File: config.mk
export PLATFORM = sky130hd
export DESIGN_NAME = numeric_literal_lexer_flat
export DESIGN_NICKNAME = d
export VERILOG_FILES = /design/src/design/nll_pkg.sv /design/src/design/nll_if.sv /design/src/design/numeric_literal_lexer.sv /design/src/design/nll_front.sv /design/src/design/nll_queue.sv /design/src/design/nll_back.sv /design/src/flat_wrapper.sv
export SDC_FILE = /design/constraint.sdc
export NUM_CORES = 1
export LEC_CHECK = 0
export BUFFER_PORTS_ARGS = -buffer_cell sky130_fd_sc_hd__buf_2
export CAP_MARGIN = 30
export CORE_MARGIN = 2
export CORE_UTILIZATION = 55
export CTS_BUF_LIST = sky130_fd_sc_hd__clkbuf_4 sky130_fd_sc_hd__clkbuf_8 sky130_fd_sc_hd__clkbuf_16
export DETAILED_ROUTE_END_ITERATION = 8
export PLACE_DENSITY = 0.76
export SLEW_MARGIN = 0
export SYNTH_ARGS = -nofsm -noshare
export SYNTH_HDL_FRONTEND = slang
export SYNTH_HIERARCHICAL = 1
export SYNTH_SLANG_ARGS = --single-unit
File: constraint.sdc
create_clock -name clk -period 2.5 [get_ports clk]
set_input_delay 0.625 -clock clk [delete_from_list [all_inputs] [get_ports clk]]
set_output_delay 0.625 -clock clk [all_outputs]
set_load 0.02 [all_outputs]
File: src/design/nll_pkg.sv
// shared types and constants for the numeric literal lexer
// character class record, lexer states, radix and token type codes
// no dependencies
package nll_pkg;

    // request queue between front and back
    localparam int QDepth = 4;
    localparam int QAw    = $clog2(QDepth);

    // character codes
    localparam logic [7:0] ChSpace = 8'h20;
    localparam logic [7:0] ChUnder = 8'h5f;
    localparam logic [7:0] ChComma = 8'h2c;
    localparam logic [7:0] ChDot   = 8'h2e;
    localparam logic [7:0] ChMinus = 8'h2d;
    localparam logic [7:0] Ch0     = 8'h30;
    localparam logic [7:0] Ch1     = 8'h31;
    localparam logic [7:0] Ch7     = 8'h37;
    localparam logic [7:0] Ch9     = 8'h39;
    localparam logic [7:0] ChA     = 8'h61;
    localparam logic [7:0] ChB     = 8'h62;
    localparam logic [7:0] ChE     = 8'h65;
    localparam logic [7:0] ChF     = 8'h66;
    localparam logic [7:0] ChI     = 8'h69;
    localparam logic [7:0] ChX     = 8'h78;

    // classified request handed from front to back
    typedef struct packed {
        logic eoi;
        logic space;
        logic grp;
        logic zero;
        logic bin;
        logic oct;
        logic dig;
        logic hex;
        logic b;
        logic x;
        logic dot;
        logic e;
        logic minus;
        logic i;
    } char_cls_t;

    typedef enum logic [3:0] {
        ST_IDLE,
        ST_U_PREFIX,
        ST_U_REQ,
        ST_U_OPT,
        ST_F_REQ,
        ST_F_OPT,
        ST_F_ESIGN,
        ST_F_EREQ,
        ST_F_EOPT,
        ST_S_SIGN,
        ST_S_REQ,
        ST_S_OPT,
        ST_STR,
        ST_INV
    } lex_state_t;

    typedef enum logic [1:0] {
        RADIX_DEC,
        RADIX_BIN,
        RADIX_OCT,
        RADIX_HEX
    } radix_t;

    typedef enum logic [2:0] {
        TY_INVALID  = 3'd0,
        TY_SIGNED   = 3'd1,
        TY_UNSIGNED = 3'd2,
        TY_FLOAT    = 3'd3,
        TY_STRING   = 3'd4
    } tok_type_t;

endpackage

File: src/design/nll_if.sv
// valid/ready channel interfaces for the numeric literal lexer
// character input channel and token result channel; no dependencies
interface nll_char_if;
    logic       valid;
    logic       ready;
    logic [7:0] ch;
    logic       end_of_input;

    modport source (output valid, output ch, output end_of_input, input ready);
    modport sink   (input valid, input ch, input end_of_input, output ready);
endinterface

interface nll_tok_if;
    logic       valid;
    logic       ready;
    logic       keep;
    logic       token_done;
    logic [2:0] token_type;
    logic       minus_accepted;

    modport source (output valid, output keep, output token_done, output token_type,
                    output minus_accepted, input ready);
    modport sink   (input valid, input keep, input token_done, input token_type,
                    input minus_accepted, output ready);
endinterface

File: src/design/numeric_literal_lexer.sv
// numeric literal lexer: one result per character, one character per cycle unless the result stalls
// the accepting edge writes the queue; a later pop steps the state machine into the output
// register, which offers the result; the state update sets the rate
// a 4-entry queue lets the front keep accepting while a result waits downstream
// reset: async active low, clears state to idle, radix decimal, queue empty, no result
// depends on nll_pkg, nll_if, nll_front, nll_queue, nll_back
module numeric_literal_lexer (
    input  logic         clk,
    input  logic         rst_n,
    nll_char_if.sink     char_in,
    nll_tok_if.source    token_out
);
    import nll_pkg::*;

    logic      push, pop, q_full, q_empty;
    char_cls_t push_cls, pop_cls;

    nll_front u_front (
        .char_in  (char_in),
        .q_full   (q_full),
        .push     (push),
        .push_cls (push_cls)
    );

    nll_queue u_queue (
        .clk      (clk),
        .rst_n    (rst_n),
        .push     (push),
        .push_cls (push_cls),
        .full     (q_full),
        .pop      (pop),
        .pop_cls  (pop_cls),
        .empty    (q_empty)
    );

    nll_back u_back (
        .clk     (clk),
        .rst_n   (rst_n),
        .q_empty (q_empty),
        .cls     (pop_cls),
        .pop     (pop),
        .tok_out (token_out)
    );
endmodule

File: src/design/nll_front.sv
// front end: accepts characters and classifies them into a class record
// depends on nll_pkg and nll_char_if
module nll_front (
    nll_char_if.sink          char_in,
    input  logic              q_full,
    output logic              push,
    output nll_pkg::char_cls_t push_cls
);
    import nll_pkg::*;

    logic [7:0] c;

    assign c            = char_in.ch;
    assign char_in.ready = !q_full;
    assign push         = char_in.valid && !q_full;

    // character classification
    always_comb
    begin
        push_cls.eoi   = char_in.end_of_input;
        push_cls.space = (c == ChSpace);
        push_cls.grp   = (c == ChUnder) || (c == ChComma);
        push_cls.zero  = (c == Ch0);
        push_cls.bin   = (c == Ch0) || (c == Ch1);
        push_cls.oct   = (c >= Ch0) && (c <= Ch7);
        push_cls.dig   = (c >= Ch0) && (c <= Ch9);
        push_cls.hex   = ((c >= Ch0) && (c <= Ch9)) || ((c >= ChA) && (c <= ChF));
        push_cls.b     = (c == ChB);
        push_cls.x     = (c == ChX);
        push_cls.dot   = (c == ChDot);
        push_cls.e     = (c == ChE);
        push_cls.minus = (c == ChMinus);
        push_cls.i     = (c == ChI);
    end
endmodule

File: src/design/nll_queue.sv
// short request queue between front and back
// depends on nll_pkg
module nll_queue (
    input  logic               clk,
    input  logic               rst_n,
    input  logic               push,
    input  nll_pkg::char_cls_t push_cls,
    output logic               full,
    input  logic               pop,
    output nll_pkg::char_cls_t pop_cls,
    output logic               empty
);
    import nll_pkg::*;

    char_cls_t      mem_reg [QDepth];
    logic [QAw-1:0] wr_ptr_reg, wr_ptr_next;
    logic [QAw-1:0] rd_ptr_reg, rd_ptr_next;
    logic [QAw:0]   count_reg, count_next;

    assign full    = (count_reg == (QAw+1)'(QDepth));
    assign empty   = (count_reg == '0);
    assign pop_cls = mem_reg[rd_ptr_reg];

    // pointer and fill count update
    always_comb
    begin
        wr_ptr_next = wr_ptr_reg + QAw'(push);
        rd_ptr_next = rd_ptr_reg + QAw'(pop);
        count_next  = count_reg + (QAw+1)'(push) - (QAw+1)'(pop);
    end

    always_ff @(posedge clk or negedge rst_n)
    begin
        if (!rst_n)
        begin
            wr_ptr_reg <= '0;
            rd_ptr_reg <= '0;
            count_reg  <= '0;
        end
        else
        begin
            wr_ptr_reg <= wr_ptr_next;
            rd_ptr_reg <= rd_ptr_next;
            count_reg  <= count_next;
        end
    end

    // storage
    always_ff @(posedge clk)
    begin
        if (push)
        begin
            mem_reg[wr_ptr_reg] <= push_cls;
        end
    end
endmodule

File: src/design/nll_back.sv
// back end: lexer state machine and registered token result
// depends on nll_pkg and nll_tok_if
module nll_back (
    input  logic               clk,
    input  logic               rst_n,
    input  logic               q_empty,
    input  nll_pkg::char_cls_t cls,
    output logic               pop,
    nll_tok_if.source          tok_out
);
    import nll_pkg::*;

    lex_state_t state_reg, state_next;
    radix_t     radix_reg, radix_next;
    logic       minus_reg, minus_next;

    logic       out_valid_reg;
    logic       keep_reg, done_reg, macc_reg;
    tok_type_t  type_reg;

    logic       keep_c, done_c;
    tok_type_t  type_c;
    logic       radix_dig;

    // type given to a token closed in a state
    function automatic tok_type_t close_type(lex_state_t s);
        tok_type_t t;
        case (s)
            ST_U_PREFIX, ST_U_OPT: t = TY_UNSIGNED;
            ST_F_OPT, ST_F_EOPT:   t = TY_FLOAT;
            ST_S_OPT:              t = TY_SIGNED;
            ST_S_SIGN, ST_STR:     t = TY_STRING;
            default:               t = TY_INVALID;
        endcase
        return t;
    endfunction

    assign pop           = !q_empty && (!out_valid_reg || tok_out.ready);
    assign tok_out.valid          = out_valid_reg;
    assign tok_out.keep           = keep_reg;
    assign tok_out.token_done     = done_reg;
    assign tok_out.token_type     = type_reg;
    assign tok_out.minus_accepted = macc_reg;

    // digit test for the current radix
    always_comb
    begin
        case (radix_reg)
            RADIX_BIN: radix_dig = cls.bin;
            RADIX_OCT: radix_dig = cls.oct;
            RADIX_HEX: radix_dig = cls.hex;
            default:   radix_dig = cls.dig;
        endcase
    end

    // next state and result
    always_comb
    begin
        state_next = state_reg;
        radix_next = radix_reg;
        minus_next = minus_reg;
        keep_c     = 1'b0;
        done_c     = 1'b0;
        type_c     = TY_INVALID;
        if (cls.eoi || (cls.space && state_reg != ST_IDLE))
        begin
            if (state_reg != ST_IDLE)
            begin
                done_c = 1'b1;
                type_c = close_type(state_reg);
            end
            state_next = ST_IDLE;
        end
        else
        begin
            case (state_reg)
                ST_U_PREFIX:
                begin
                    if (!cls.grp)
                    begin
                        keep_c = 1'b1;
                        if (cls.b)
                        begin
                            radix_next = RADIX_BIN;
                            state_next = ST_U_REQ;
                        end
                        else if (cls.x)
                        begin
                            radix_next = RADIX_HEX;
                            state_next = ST_U_REQ;
                        end
                        else if (cls.oct)
                        begin
                            radix_next = RADIX_OCT;
                            state_next = ST_U_OPT;
                        end
                        else if (cls.dot)
                            state_next = ST_F_OPT;
                        else if (cls.e)
                            state_next = ST_F_ESIGN;
                        else
                        begin
                            keep_c     = 1'b0;
                            state_next = ST_INV;
                        end
                    end
                end
                ST_U_REQ, ST_U_OPT:
                begin
                    if (!cls.grp)
                    begin
                        keep_c = 1'b1;
                        if (radix_reg == RADIX_DEC && cls.dot)
                            state_next = ST_F_OPT;
                        else if (radix_reg == RADIX_DEC && cls.e)
                            state_next = ST_F_ESIGN;
                        else if (radix_dig)
                            state_next = ST_U_OPT;
                        else
                        begin
                            keep_c     = 1'b0;
                            state_next = ST_INV;
                        end
                    end
                end
                ST_F_REQ, ST_F_OPT:
                begin
                    keep_c = 1'b1;
                    if (cls.e)
                        state_next = ST_F_ESIGN;
                    else if (cls.dig)
                        state_next = ST_F_OPT;
                    else
                    begin
                        keep_c     = 1'b0;
                        state_next = ST_INV;
                    end
                end
                ST_F_ESIGN:
                begin
                    keep_c = 1'b1;
                    if (cls.minus)
                        state_next = ST_F_EREQ;
                    else if (cls.dig)
                        state_next = ST_F_EOPT;
                    else
                    begin
                        keep_c     = 1'b0;
                        state_next = ST_INV;
                    end
                end
                ST_F_EREQ:
                begin
                    if (cls.dig)
                    begin
                        keep_c     = 1'b1;
                        state_next = ST_F_EOPT;
                    end
                    else
                        state_next = ST_INV;
                end
                ST_F_EOPT:
                begin
                    if (!cls.grp)
                    begin
                        if (cls.dig)
                            keep_c = 1'b1;
                        else
                            state_next = ST_INV;
                    end
                end
                ST_S_SIGN:
                begin
                    keep_c = 1'b1;
                    if (cls.minus)
                    begin
                        minus_next = 1'b1;
                        state_next = ST_S_REQ;
                    end
                    else if (cls.dig)
                        state_next = ST_S_OPT;
                    else
                        state_next = ST_STR;
                end
                ST_S_REQ:
                begin
                    if (cls.dig)
                    begin
                        keep_c     = 1'b1;
                        state_next = ST_S_OPT;
                    end
                    else
                        state_next = ST_INV;
                end
                ST_S_OPT:
                begin
                    if (!cls.grp)
                    begin
                        if (cls.dig)
                            keep_c = 1'b1;
                        else if (minus_reg)
                            state_next = ST_INV;
                        else
                        begin
                            keep_c     = 1'b1;
                            state_next = ST_STR;
                        end
                    end
                end
                ST_STR:
                    keep_c = 1'b1;
                ST_INV:
                    keep_c = 1'b0;
                default:
                begin
                    // idle: open a token unless the character is a separator
                    radix_next = RADIX_DEC;
                    minus_next = 1'b0;
                    if (cls.space)
                        state_next = ST_IDLE;
                    else
                    begin
                        keep_c = 1'b1;
                        if (cls.zero)
                            state_next = ST_U_PREFIX;
                        else if (cls.dig)
                            state_next = ST_U_OPT;
                        else if (cls.dot)
                            state_next = ST_F_REQ;
                        else if (cls.i)
                            state_next = ST_S_SIGN;
                        else
                            state_next = ST_STR;
                    end
                end
            endcase
        end
        if (state_next == ST_IDLE)
        begin
            radix_next = RADIX_DEC;
            minus_next = 1'b0;
        end
    end

    // lexer state and output valid
    always_ff @(posedge clk or negedge rst_n)
    begin
        if (!rst_n)
        begin
            state_reg     <= ST_IDLE;
            radix_reg     <= RADIX_DEC;
            minus_reg     <= 1'b0;
            out_valid_reg <= 1'b0;
        end
        else
        begin
            if (pop)
            begin
                state_reg <= state_next;
                radix_reg <= radix_next;
                minus_reg <= minus_next;
            end
            if (pop)
                out_valid_reg <= 1'b1;
            else if (tok_out.ready)
                out_valid_reg <= 1'b0;
        end
    end

    // result payload
    always_ff @(posedge clk)
    begin
        if (pop)
        begin
            keep_reg <= keep_c;
            done_reg <= done_c;
            type_reg <= type_c;
            macc_reg <= (state_next == ST_S_SIGN) || (state_next == ST_F_ESIGN);
        end
    end
endmodule

File: src/flat_wrapper.sv
// flat-port wrapper written by rule: the top's interface ports become plain ports
module numeric_literal_lexer_flat import nll_pkg::*;
  (clk, rst_n, char_in_valid, char_in_ch, char_in_end_of_input, char_in_ready, token_out_valid, token_out_keep, token_out_token_done, token_out_token_type, token_out_minus_accepted, token_out_ready);
  nll_char_if char_in_i ();
  nll_tok_if token_out_i ();
  input  logic clk;
  input  logic rst_n;
  input wire logic [$bits(char_in_i.valid)-1:0] char_in_valid;
  input wire logic [$bits(char_in_i.ch)-1:0] char_in_ch;
  input wire logic [$bits(char_in_i.end_of_input)-1:0] char_in_end_of_input;
  output wire logic [$bits(char_in_i.ready)-1:0] char_in_ready;
  output wire logic [$bits(token_out_i.valid)-1:0] token_out_valid;
  output wire logic [$bits(token_out_i.keep)-1:0] token_out_keep;
  output wire logic [$bits(token_out_i.token_done)-1:0] token_out_token_done;
  output wire logic [$bits(token_out_i.token_type)-1:0] token_out_token_type;
  output wire logic [$bits(token_out_i.minus_accepted)-1:0] token_out_minus_accepted;
  input wire logic [$bits(token_out_i.ready)-1:0] token_out_ready;
  assign char_in_i.valid = char_in_valid;
  assign char_in_i.ch = char_in_ch;
  assign char_in_i.end_of_input = char_in_end_of_input;
  assign char_in_ready = char_in_i.ready;
  assign token_out_valid = token_out_i.valid;
  assign token_out_keep = token_out_i.keep;
  assign token_out_token_done = token_out_i.token_done;
  assign token_out_token_type = token_out_i.token_type;
  assign token_out_minus_accepted = token_out_i.minus_accepted;
  assign token_out_i.ready = token_out_ready;
  numeric_literal_lexer u_core (.clk(clk), .rst_n(rst_n), .char_in(char_in_i), .token_out(token_out_i));
endmodule
== Word level (Yosys, flattened, before mapping) ==
Memory sizes are Yosys's and may differ from the RTL's.
Cells that the tools add are included.

* $add $sub $neg: 4
* Magnitude comparators: 5
* Equality and inequality tests: 36
* Mux-type cells: 66
* Reduce and logical (&&, ||, !) cells: 34

{| class="wikitable"
|+ Operators by type and width
! kind !! count
|-
| $mux 4 || 22
|-
| $eq 8x6->1 const B || 6
|-
| $eq 8x7->1 const B || 5
|-
| $pmux 4 s10 || 1
|-
| $eq 4x4->1 const B || 7
|-
| $mux 1 || 27
|-
| $reduce_or 12->1 || 2
|-
| $eq 4x3->1 const B || 5
|-
| $le 8x6->1 const B || 2
|-
| $mux 3 || 5
|-
| $reduce_or 2->1 || 7
|-
| $mux 2 || 6
|-
| $pmux 3 s4 || 1
|-
| $pmux 1 s9 || 1
|-
| $eq 4x2->1 const B || 2
|-
| $ge 8x6->1 const B || 1
|-
| $ge 8x7->1 const B || 1
|-
| $le 8x7->1 const B || 1
|-
| $logic_and 1x1->1 || 8
|-
| $logic_or 1x1->1 || 6
|-
| $ne 2x1->1 const B || 3
|-
| $ne 5x3->1 const B || 1
|-
| $reduce_and 5->1 || 1
|-
| $add 2x1->2 || 2
|-
| 19 further kinds || 22
|}

* Register bits after elaboration: 21
* RAM bits: 56
* Bits of input ports: 13
* Memories: 1

{| class="wikitable"
|+ Memories
! memory !! depth !! width !! rd ports !! clocked after memory_dff !! wr ports !! line !! RTL
|-
| u_core.u_queue.mem_reg || 4 || 14 || 1 || 0 || 1 || nll_queue.sv:15 || <nowiki>char_cls_t mem_reg [QDepth];</nowiki>
|}

== Logic depth before layout (Yosys ltp) ==
An unclocked memory read counts as a cell.

* Word-level depth: 12
* Gate-level depth with buffers: 10

== Modules after synthesis ==
The synthesis kept the hierarchy.

{| class="wikitable"
|+ Modules (own cells, without submodules)
! module !! instances !! cells each !! area each (sq um) !! sequential area each (sq um)
|-
| nll_queue || 1 || 98 || 2392.3 || 1856.8
|-
| nll_back || 1 || 172 || 1332.5 || 380.4
|-
| nll_front || 1 || 38 || 251.5 || 0.0
|}

== Worst setup path after synthesis ==
Ideal clock, no wire load.

* Path type: flip-flop to flip-flop
* Start: register u_core.u_queue.rd_ptr_reg[0]
* End: register u_core.u_back.macc_reg, in the netlist u_core/u_back/tok_out.minus_accepted (data pin)
* Setup time: 0.263 ns
* Arrival time: 2.429 ns
* Data required time: 2.237 ns
* Slack: -0.193 ns
* Stages on the path, launching flop included: 11
* Period minus slack after synthesis: 2.693 ns
* Cell sequence: dfrtp_1 buf_6 buf_12 mux4_2 clkbuf_1 mux4_2 a21oi_1 o32ai_1 o31ai_1 or3_1 mux2i_1

{| class="wikitable"
|+ RTL lines
! element !! line !! RTL
|-
| from (decl) || nll_queue.sv:17 || <nowiki>logic [QAw-1:0] rd_ptr_reg, rd_ptr_next;</nowiki>
|-
| from (signal assigned) || nll_queue.sv:43 || <nowiki>rd_ptr_reg <= rd_ptr_next;</nowiki>
|-
| to (signal assigned) || nll_back.sv:278 || <nowiki>macc_reg <= (state_next == ST_S_SIGN) || (state_next == ST_F_ESIGN);</nowiki>
|-
| to (decl) || nll_back.sv:18 || <nowiki>logic keep_reg, done_reg, macc_reg;</nowiki>
|}

==> metrics.md <==
| Metric | Value |
|---|---|
| Commonest register cell after synthesis | edfxtp_1 |
| Max-cap violation count | 0 |
| GRT Util Overall | 23.3% |
| Final min period | 2590 ps |
| Clk buf depth | 2 |
| Fin. Hold Viols | 0 |
| Post-synthesis adder-cell area fraction | 1.76% |
| Ant diodes | 0 |
| First-pass GRT wire length | 13,600 µm |
| Largest net degree at the start of global routing | 22 |
| Setup crit end kind | register |
| Status | finished with violations |
| Cell Area, Synth | 3980 µm² |
| Dpl cells | 442 |
| Asr flop ratio synth | 19.5% |
| Post-synthesis compound-gate area fraction | 10.6% |
| Worst Path Max Fanout | 8 |
| Int Pwr | 3.53 mW |
| Net Sw Frac | 39.2% |
| Mux share of post-synthesis cell area | 10.8% |
| GR Layer Usage met1 | 30.1% |
| Die W | 89.0 µm |
| Starting Density | 57.6% |
| DR vias/cell | 5.99 |
| Slew Limit Fails | 0 |
| Root buffer cell | clkbuf_8 |
| Crit path arrival time | 2700 ps |
| Worst skew pair latency | 350 ps |
| Worst-path clk slew | 90 ps |
| FF-to-FF Start | u_core/u_queue/rd_ptr_reg[0] |
| Routed vias | 2,787 |
| FP Rows | 30 |
| Initial antenna violation count | 0 |
| Avg WL per Cell | 18.2 µm |
| Setup TNS | -111 ps |
| Design Power | 5.80 mW |
| F_max | 0.385 GHz |
| Clock power frac | 15.4% |
| HP Class | in2async |
| Slew @ Worst Pin | 671 ps |
| Layout cells sized above 1 | 33.6% |
| Static leakage | 1.77 nW |
| Clock sink total | 77 |
| Main combinational cell family by area after synthesis | simple AND/OR/NAND/NOR gates |
| Final std cells w/o fill | 465 |
| CORE AREA | 6910 µm² |
| Most common cell after layout, fill and taps aside | edfxtp_1 |
| Unrepaired setup endpoints after global routing | true |
| Post-DP HPWL | 5770 µm |
| Largest register FFs | 56 |
| Mapped Nets | 326 |
| GRT busiest layer | met2 |
| Die ar. | 7930 µm² |
| Net Sw Power | 2.27 mW |
| Drt pass-1 iters | 5 |
| Post-DRT Antenna Nets | 0 |
| Final setup margin | -94.8 ps |
| # IOs | 21 |
| Post-Synthesis Cells | 308 |
| # nets final | 382 |
| Slew HR | 54.8% |
| WS Path Type | reg2reg |
| Area growth from synthesis to layout | 19.5% |
| Port Buffers | 20 |
| Iteration-0 DRC Markers | 168 |
| EDFF count, synth | 62 |
| Die Ht | 89.0 µm |
| Ys Warns | 6 |
| Seq/Total Area, Yosys | 56.3% |
| Htree depth | 3 |
| WL final | 8480 µm |
| Synth Area in Simple Gates | 14.9% |
| Cts-stage hold buffer count | 0 |
| Inserted Clock Buffers | 9 |
| Skew final | 12.7 ps |
| Final Cycle Share | 104% |
| DRC | 0 |
| CTS tree | done |
| Most frequent cells in the layout | 62 x edfxtp_1, 38 x buf_4, 27 x nor2_1 |
| XOR/XNOR Fraction of Synth Area | 1.67% |
| CP Launch Type | register |
| Peak supply drop | 646 µV |
| Sequential share of power | 32.7% |
| Placer's final routability congestion estimate | 0.910 |
| CP Launch Point | u_core/u_queue/rd_ptr_reg[0] |
| Failing checks | negative setup slack |
| Total gr overflow | 0 |
| Global Route met3 Usage | 4.80% |
| # setup viols final | 2 |
| Post-synthesis cell type count | 65 |
| CP required | 2600 ps |
| Power Density | 1220 nW/µm² |
| Vias in the first global route | 2,725 |
| Met2 Use GR | 38.5% |
| Avg Cell Area, Syn | 12.9 µm² |
| Gate power share | 51.9% |
| Synth Register Bits | 77 |
==> final timing paths <==
kind                       cells after the start  slack [ps]                              endpoint
max                                           10         -90  u_core/u_back/tok_out.minus_accepted
min                                            1         170           u_core/u_back/tok_out.valid
max in group asynchronous                      1        2050          u_core/u_queue/rd_ptr_reg[1]
max reg2reg                                   10         -90  u_core/u_back/tok_out.minus_accepted
min in group clk                               2         470           u_core/u_back/tok_out.valid
min reg2reg                                    1         560          u_core/u_queue/wr_ptr_reg[1]
==> through the flow <==
step	util (%)	setup slack, ps	cell area [µm²]	hold slack [ps]
after floorplan	-	-178	3990	329
after global placement	63.4	-93.9	4380	520
after detailed placement	63.4	-131	4380	537
after CTS	67.1	-99.0	4630	171
after global routing	68.8	-202	4750	170
final	68.8	-94.8	4750	168
==> cell type report <==
| cell class | instances | area [µm²] |
|---|---|---|
| clock inverter | 7 | 63.8 |
| sequential | 77 | 2240 |
| timing repair buffer | 62 | 443 |
| fill | 503 | 2150 |
| inverter | 14 | 52.6 |
| clock buffer | 9 | 124 |
| multi-input combinational | 200 | 1710 |
| tap | 96 | 120 |
==> power by group through the flow <==
stage / Sequential [mW] / Clock [mW] / Combinational [mW]
after floorplan: 1.92 / 0 / 1.69
after CTS: 1.90 / 0.908 / 2.72
after global routing: 1.93 / 0.967 / 3.25
after detailed placement: 1.92 / 0 / 2.56
final: 1.90 / 0.891 / 3.01
after global placement: 1.91 / 0 / 2.52
==> cell usage after synthesis (2+ instances only) <==
cell,count,share of area (%)
edfxtp_1,62,47
nor2_1,27,2.5
dfrtp_1,15,9.4
o21ai_0,15,1.9
inv_1,14,1.3
a21oi_1,13,1.6
nand2_1,13,1.2
mux4_2,11,6.2
nor2b_1,8,1.3
buf_2,7,0.88
nor3_1,7,0.88
nor3b_1,7,1.3
nor4_1,7,1.1
nand2b_1,6,0.94
a31oi_1,5,0.79
clkbuf_1,5,0.47
nand3_1,5,0.63
ha_1,4,1.3
mux2_2,4,1.1
mux4_1,4,2.6
xor2_1,4,0.88
a311oi_1,3,0.66
mux2i_1,3,0.76
nand4_1,3,0.47
o21a_1,3,0.57
o32ai_1,3,0.66
or2_2,3,0.47
a211oi_1,2,0.38
a21boi_0,2,0.38
and3_1,2,0.31
and3b_1,2,0.44
buf_6,2,0.57
o22ai_1,2,0.31
o31a_1,2,0.44
or2_0,2,0.31
or3_1,2,0.31
==> kinds of logic after synthesis <==
logic type,count (synthesis)
AOI/OAI and AO/OA,63
xor gates and xnor gates,6
adders and majority gates,5
buffers and inverters,31
DFF,77
muxes,22
and+or+nand+nor,104
==> metal layers <==
metal | share of wire, % | up-vias
met1 | 42 | 1373
met2 | 52 | 100
met5 | 0 | -
met4 | 1.3 | 0
li1 | - | 1301
met3 | 5.3 | 13
==> critical path: stages, from the launching register on <==
cell and delay [ps]:
dfrtp_1 390, buf_12 150, buf_8 130, mux4_2 550, buf_6 170, or2_2 280, a21oi_2 140, a22oi_1 90
a31oi_2 240, or3_1 140, mux2i_1 60
==> timing repair <==
item / in CTS / in global routing
buffers inserted: 2 / 5
setup endpoints to repair: 2 / 7
cloned: 0 / 0
resized for setup: 15 / 24
pin swaps: 8 / 5
No activity file was read; power rests on OpenSTA's default activity.
